[src/sv/iolsh_pkg.sv]
// ----------------------------------------------------------------------------
// iolsh_pkg
// Shared constants, types and helpers of the I/O latency statistics core.
// ----------------------------------------------------------------------------
package iolsh_pkg;

  localparam int unsigned ClassCount  = 5;
  localparam int unsigned BinCount    = 32;
  localparam int unsigned ScalarWords = 6;
  localparam int unsigned NsPerUs     = 1000;

  localparam int unsigned ClassW     = 3;
  localparam int unsigned BytesW     = 32;
  localparam int unsigned WordW      = 64;
  localparam int unsigned IndexW     = 7;
  localparam int unsigned BinW       = $clog2(BinCount);
  localparam int unsigned BinEntries = ClassCount * BinCount;
  localparam int unsigned BinAddrW   = $clog2(BinEntries);
  localparam int unsigned ScalarIdxW = $clog2(ScalarWords);
  localparam int unsigned CfgIdxW    = 3;
  localparam int unsigned CfgDataW   = 5;

  // Configuration register indexes.
  localparam logic [CfgIdxW-1:0] CfgClassMask  = 3'd0;
  localparam logic [CfgIdxW-1:0] CfgBytesEn    = 3'd1;
  localparam logic [CfgIdxW-1:0] CfgCountEn    = 3'd2;
  localparam logic [CfgIdxW-1:0] CfgLatencyEn  = 3'd3;
  localparam logic [CfgIdxW-1:0] CfgErrorEn    = 3'd4;

  // Operation codes.
  localparam logic OpRecord = 1'b0;
  localparam logic OpRead   = 1'b1;

  // Word positions inside one per-class row of scalar counters.
  localparam logic [ScalarIdxW-1:0] WordBytes   = 3'd0;
  localparam logic [ScalarIdxW-1:0] WordOps     = 3'd1;
  localparam logic [ScalarIdxW-1:0] WordErrors  = 3'd2;
  localparam logic [ScalarIdxW-1:0] WordQueue   = 3'd3;
  localparam logic [ScalarIdxW-1:0] WordService = 3'd4;
  localparam logic [ScalarIdxW-1:0] WordTotal   = 3'd5;

  typedef logic [ScalarWords-1:0][WordW-1:0] row_t;

  typedef enum logic [1:0] {
    RdScalar,
    RdSvcBin,
    RdTotBin,
    RdZero
  } rd_kind_e;

  typedef struct packed {
    logic                  is_read;
    logic                  live;
    logic [ClassW-1:0]     cls;
    logic [BytesW-1:0]     bytes;
    logic                  err;
    logic                  done;
    logic [WordW-1:0]      q_lat;
    logic [WordW-1:0]      s_lat;
    logic [WordW-1:0]      t_lat;
    rd_kind_e              kind;
    logic [ScalarIdxW-1:0] word;
    logic [BinW-1:0]       svc_bin;
    logic [BinW-1:0]       tot_bin;
  } item_t;

  // Lowest latency in ns whose microsecond count reaches 2**k.
  function automatic logic [WordW-1:0] us_threshold(input int unsigned k);
    logic [WordW-1:0] base;
    base = WordW'(NsPerUs);
    return base << k;
  endfunction

endpackage

[src/sv/iolsh_bin_index.sv]
// ----------------------------------------------------------------------------
// iolsh_bin_index
// Maps a latency in ns to its log2-of-microseconds histogram bin.
// ----------------------------------------------------------------------------
module iolsh_bin_index import iolsh_pkg::*; (
  input  logic [WordW-1:0] ns_i,
  output logic [BinW-1:0]  bin_o
);

  // The thresholds rise with k, so the last one passed gives the bin; the
  // top threshold also provides the cap at the last bin.
  always_comb begin
    bin_o = '0;
    for (int unsigned k = 1; k < BinCount; k++) begin
      if (ns_i >= us_threshold(k)) begin
        bin_o = BinW'(k);
      end
    end
  end

endmodule

[config.mk]
export PLATFORM = sky130hd
export DESIGN_NAME = iolsh_bin_index
export DESIGN_NICKNAME = d
export VERILOG_FILES = /design/src/sv/iolsh_pkg.sv /design/src/sv/iolsh_bin_index.sv
export SDC_FILE = /design/constraint.sdc
export NUM_CORES = 1
export LEC_CHECK = 0
export ABC_AREA = 1
export BUFFER_PORTS_ARGS = -buffer_cell sky130_fd_sc_hd__buf_2
export CAP_MARGIN = 20
export CORE_ASPECT_RATIO = 0.8
export CORE_MARGIN = 1
export CORE_UTILIZATION = 25
export DETAILED_ROUTE_END_ITERATION = 12
export GPL_ROUTABILITY_DRIVEN = 0
export GPL_TIMING_DRIVEN = 0
export SYNTH_ARGS = -nofsm -noshare
export SYNTH_HDL_FRONTEND = slang
export SYNTH_SLANG_ARGS = --single-unit
[constraint.sdc]
create_clock -name vclk -period 3.01
set_clock_uncertainty 0.1 [all_clocks]
set_input_delay 0.301 -clock vclk [all_inputs]
set_output_delay 0.301 -clock vclk [all_outputs]
set_load 0.01 [all_outputs]
==> results of run 1 <==
[repair_timing]
action,4_1_cts,5_1_grt
hold endpoints to repair,0,0
setup buffers,9,8
setup endpoints to repair,1,2
resized for setup,24,62
pin swaps,18,39
hold buffers,0,0
[metrics by stage]
stage	cell area, sq um	TNS (ps)	setup slack, ps	cells
after detailed placement	1660	-193	-193	378
after global placement	1660	-212	-212	378
final	2110	-172	-172	395
after CTS	1810	-126	-126	387
after floorplan	1260	0	268	253
after global routing	2110	-649	-567	395
[power by group]
part | switching [mW] | internal (mW) | leakage, nW
sequential | 0 | 0 | 0
clock | 0 | 0 | 0
combinational | 0.0959 | 0.0823 | 0.976
[cell type report]
type,count,area share
multi-input combinational,215,0.612
timing repair buffer,82,0.283
inverter,38,0.0701
tap,60,0.0356
[worst max path at each step]
stage                         from       end  slack, ps  depth (start not counted)
after floorplan           ns_i[45]  bin_o[0]        270                         35
after global placement    ns_i[23]  bin_o[0]       -210                         37
after detailed placement  ns_i[45]  bin_o[0]       -190                         38
after CTS                 ns_i[52]  bin_o[0]       -130                         38
after global routing      ns_i[63]  bin_o[0]       -570                         38
final                     ns_i[58]  bin_o[0]       -170                         33
[synth_stat cells]
library cell	n	area [sq um]
inv_1	32	120
o21ai_1	1	5.00
a211oi_1	2	15.0
nor2_4	5	56.3
nand2_4	2	22.5
nand3_1	9	45.0
nand3_2	1	10.0
o2111ai_1	1	8.76
nor3_4	1	16.3
a21oi_1	8	40.0
inv_4	1	6.26
nand2_2	5	31.3
nor4_1	7	43.8
nand3b_1	1	7.51
nor3_1	7	35.0
o311ai_0	1	8.76
nor2_2	9	56.3
nand2_1	69	259
a21boi_0	2	15.0
o211ai_1	2	15.0
a2111oi_0	1	8.76
inv_2	5	18.8
a41oi_1	3	26.3
nor2_8	2	40.0
nand4_1	6	37.5
o31ai_1	2	15.0
o21ai_0	12	60.1
a311oi_1	3	26.3
nor2_1	48	180
o41ai_1	1	8.76
a31oi_1	4	25.0
[metal layers]
layer	part of all wire	vias up	wire, um
li1	-	1015	-
met1	0.46	895	2130
met2	0.48	72	2230
met3	0.057	4	267
met4	0.0094	0	44
met5	0	-	0
[cells in the final DEF, fill, tap and decap left out, drive strengths merged]
cell / instances
nand3b: 1
a21oi: 8
clkinv: 1
o311ai: 1
buf: 82
a21boi: 2
a211oi: 2
nor4: 7
nor2: 64
a2111oi: 1
o21ai: 13
a31oi: 4
o211ai: 2
o41ai: 1
inv: 37
o31ai: 2
nand3: 10
a41oi: 3
nor3: 8
nand4: 6
nand2: 76
a311oi: 3
o2111ai: 1
[critical path: cells and delay by family]
family	cells	cell delay (ps)
AO/OA/AOI/OAI	1	230
buffers and inverters	4	470
AND/OR/NAND/NOR	28	1760
[cell families (layout without fill, tap and decap cells)]
logic type	after synthesis	in the layout	share of synthesized area
AO/OA/AOI/OAI	43	43	0.220
AND/OR/NAND/NOR	172	172	0.665
buffers and inverters	38	120	0.115
==> results.sh, run 1 <==
export IMPL_status="finished, violations left"
export IMPL_failed_checks="setup timing"
export IMPL_drt_iter0_markers=103
export IMPL_dieArea_sq_mm=0.00534
export IMPL_viasPerCell=5.03
export IMPL_fin_util=0.448
export IMPL_post_route_period_util=1.06
export IMPL_min_from="ns_i[40]"
export IMPL_seq_cells=0
export IMPL_slew_viol_final=0
export IMPL_multi_input_area_sq_mm=0.00129
export IMPL_rsz0062_at_grt="true"
export IMPL_cpPeakStageDelay_ps=230
export IMPL_ant_nets=0
export IMPL_cp_start_kind="primary input"
export IMPL_min_path_type="in -> out"
export IMPL_antenna_found_initial=0
export IMPL_whs_path_depth=4
export IMPL_worst_pin_slew_ps=546
export IMPL_die_w_um=81.5
export IMPL_worst_hold_path_endpoint="bin_o[0]"
export IMPL_fin_crit_ps=3180
export IMPL_crit_required_ps=2610
export IMPL_wl_per_cell_um=11.8
export IMPL_drc=0
export IMPL_crit_fanout=6
export IMPL_yosys_warnings=0
export IMPL_grt_pass1_vias=1650
export IMPL_grt_use_total=0.159
export IMPL_start_util=0.268
export IMPL_timing_fmax_mhz=314
export IMPL_synthDistinctLibCells=31
export IMPL_vias=1986
export IMPL_syn_cell_area_sq_mm=0.00126
export IMPL_core_area_sq_mm=0.00471
export IMPL_cpMaxStageDelayCell="a211oi_1"
export IMPL_drt_total_wl_um=4670
export IMPL_synth_nets=317
export IMPL_endpoint_kind="output pin"
export IMPL_hold_violations=0
export IMPL_postSynthCellCount=253
export IMPL_syn_area_per_cell_sq_um=4.99
export IMPL_grt_max_degree=8
export IMPL_grt_pass1_wl_um=7060
export IMPL_grtUsageMet2=0.266
export IMPL_setup_ws_ps=-172
export IMPL_dp_hpwl_um=3360
export IMPL_fin_hold_ws_ps=838
export IMPL_ys_seq_area_frac=0
export IMPL_timing_slew_headroom=0.633
export IMPL_numPortBuffers=65
export IMPL_diodes=0
export IMPL_power_density_mw_per_mm2=84.6
export IMPL_maxCapViolations=0
export IMPL_clkbuf_count=0
export IMPL_final_nets=401
export IMPL_placementRows=22
export IMPL_regArea_sq_um=0
export IMPL_use_met3=0.00278
export IMPL_use_met1=0.238
export IMPL_drive_above_1_share=0.418
export IMPL_fin_total_pwr_mw=0.178
export IMPL_cp_common_cell="nand2_1"
export IMPL_fp_dieH_um=65.6
export IMPL_ir_drop_uv=44.9
export IMPL_leakagePower_nw=0.976
export IMPL_dr_pass1_iters=4
export IMPL_nFillCells=478
export IMPL_critical_path_class="in -> out"
export IMPL_ios=69
export IMPL_setup_violations=1
export IMPL_syn_to_final_growth_pct=66.7
export IMPL_busiest_layer="met2"
export IMPL_cp_arrival_ps=2780
export IMPL_overflow=0
Note: power is estimated with default switching activity, not from simulation.
==> run 2, diff against run 1 <==
--- a/config.mk
+++ b/config.mk
@@ -7,7 +7,6 @@
 export LEC_CHECK = 0
 export ABC_AREA = 1
 export BUFFER_PORTS_ARGS = -buffer_cell sky130_fd_sc_hd__buf_2
-export CAP_MARGIN = 20
 export CORE_ASPECT_RATIO = 0.8
 export CORE_MARGIN = 1
 export CORE_UTILIZATION = 25
==> constraint.sdc (replaced) <==
create_clock -name vclk -period 3.01
set_clock_uncertainty 0.1 [all_clocks]
set_input_delay 0.301 -clock vclk [all_inputs]
set_output_delay 0.301 -clock vclk [all_outputs]
set_load 0.05 [all_outputs]
==> results.sh, run 2 (synthesis results as in run 1) <==
export IMPL_status="finished, violations left"
export IMPL_failed_checks="setup timing"
export IMPL_seq_cells=0
export IMPL_fin_cells=399
export IMPL_min_path_type="in -> out"
export IMPL_final_area_sq_mm=0.00199
export IMPL_drc=0
export IMPL_setup_ws_ps=-239
export IMPL_post_route_period_util=1.08
export IMPL_fin_crit_ps=3250
export IMPL_drive_above_1_share=0.404
export IMPL_diodes=0
export IMPL_antenna_found_initial=0
export IMPL_start_util=0.268
export IMPL_fin_total_pwr_mw=0.155
export IMPL_crit_fanout=5
export IMPL_critical_path_class="in -> out"
export IMPL_worst_pin_slew_ps=540
export IMPL_dp_hpwl_um=3430
export IMPL_cp_arrival_ps=2850
export IMPL_maxCapViolations=0
export IMPL_cp_common_cell="nand2_1"
export IMPL_setup_violations=1
export IMPL_drt_iter0_markers=63
export IMPL_overflow=0
export IMPL_hold_violations=0
export IMPL_final_nets=405
export IMPL_timing_fmax_mhz=308
export IMPL_ant_nets=0
export IMPL_fp_dieH_um=65.6
export IMPL_final_cell_mix="nand2_1 (66), buf_2 (57), nor2_1 (38)"
export IMPL_dr_pass1_iters=4
export IMPL_die_w_um=81.5
export IMPL_syn_to_final_growth_pct=57.6
export IMPL_postCtsHoldBufs=0
export IMPL_grt_use_total=0.159
export IMPL_cp_start_kind="primary input"
export IMPL_use_met3=0.00139
export IMPL_wl_per_cell_um=10.9
export IMPL_clkbuf_count=0
export IMPL_slew_viol_final=0
export IMPL_endpoint_kind="output pin"
export IMPL_placed_cell_area_sq_mm=0.00166
export IMPL_grt_pass1_wl_um=7020
export IMPL_cpMaxStageDelayCell="nor4_1"
export IMPL_ios=69
export IMPL_cpPeakStageDelay_ps=320
export IMPL_busiest_layer="met2"
export IMPL_grt_pass1_vias=1692
export IMPL_final_common_cell="nand2_1"
export IMPL_core_area_sq_mm=0.00471
export IMPL_power_density_mw_per_mm2=77.7
export IMPL_rsz0062_at_grt="true"
export IMPL_ir_drop_uv=38.8
export IMPL_vias=1948
export IMPL_placementRows=22
export IMPL_dp_cells=378
export IMPL_drt_total_wl_um=4360
export IMPL_pre_cts_ws_ps=-361
export IMPL_numPortBuffers=65
export IMPL_regArea_sq_um=0
export IMPL_timing_slew_headroom=0.636
export IMPL_viasPerCell=4.88
export IMPL_grt_max_degree=8
export IMPL_crit_required_ps=2610
export IMPL_dieArea_sq_mm=0.00534
export IMPL_grtUsageMet2=0.270
export IMPL_use_met1=0.234
export IMPL_leakagePower_nw=0.947
-- run 2: critical path, delay by kind of cell --
family                 cells  cell delay (ps)
and+or+nand+nor           30             2100
buffers and inverters      3              440
-- run 2: report_power, final --
| group | internal (mW) | switching, mW | total (mW) | leakage (nW) |
|---|---|---|---|---|
| Clock | 0 | 0 | 0 | 0 |
| Sequential | 0 | 0 | 0 | 0 |
| Combinational | 0.0655 | 0.0892 | 0.155 | 0.947 |
-- run 2: path summary, 6_finish.rpt --
check / startpoint / endpoint / depth (start not counted)
max: ns_i[27] / bin_o[0] / 33
min: ns_i[40] / bin_o[0] / 4
-- run 2: area by class of cell --
class,instances,area (sq um)
fillers,523,2720
repair buffers,86,529
well taps,60,75.1
multi-input cells,215,1240
inverters,38,150
-- run 2: per-stage QoR --
stage / util / hold slack [ps] / setup TNS (ps)
after floorplan: - / 884 / 0
after global placement: 0.354 / 1020 / -372
after global routing: 0.423 / 924 / -606
after CTS: 0.396 / 913 / -172
final: 0.423 / 921 / -239
after detailed placement: 0.354 / 1020 / -361
-- run 2: repair_timing --
| action | 4_1_cts | 5_1_grt |
|---|---|---|
| buffers inserted | 13 | 8 |
| setup endpoints to repair | 1 | 2 |
| pin swaps | 18 | 13 |
| gates resized for setup | 30 | 20 |
-- run 2: metal layers --
metal	up-vias	wire [um]	part of all wire
met5	-	0	0
met4	0	0	0
met3	0	194	0.045
met2	45	1930	0.44
met1	881	2230	0.51
li1	1022	-	-
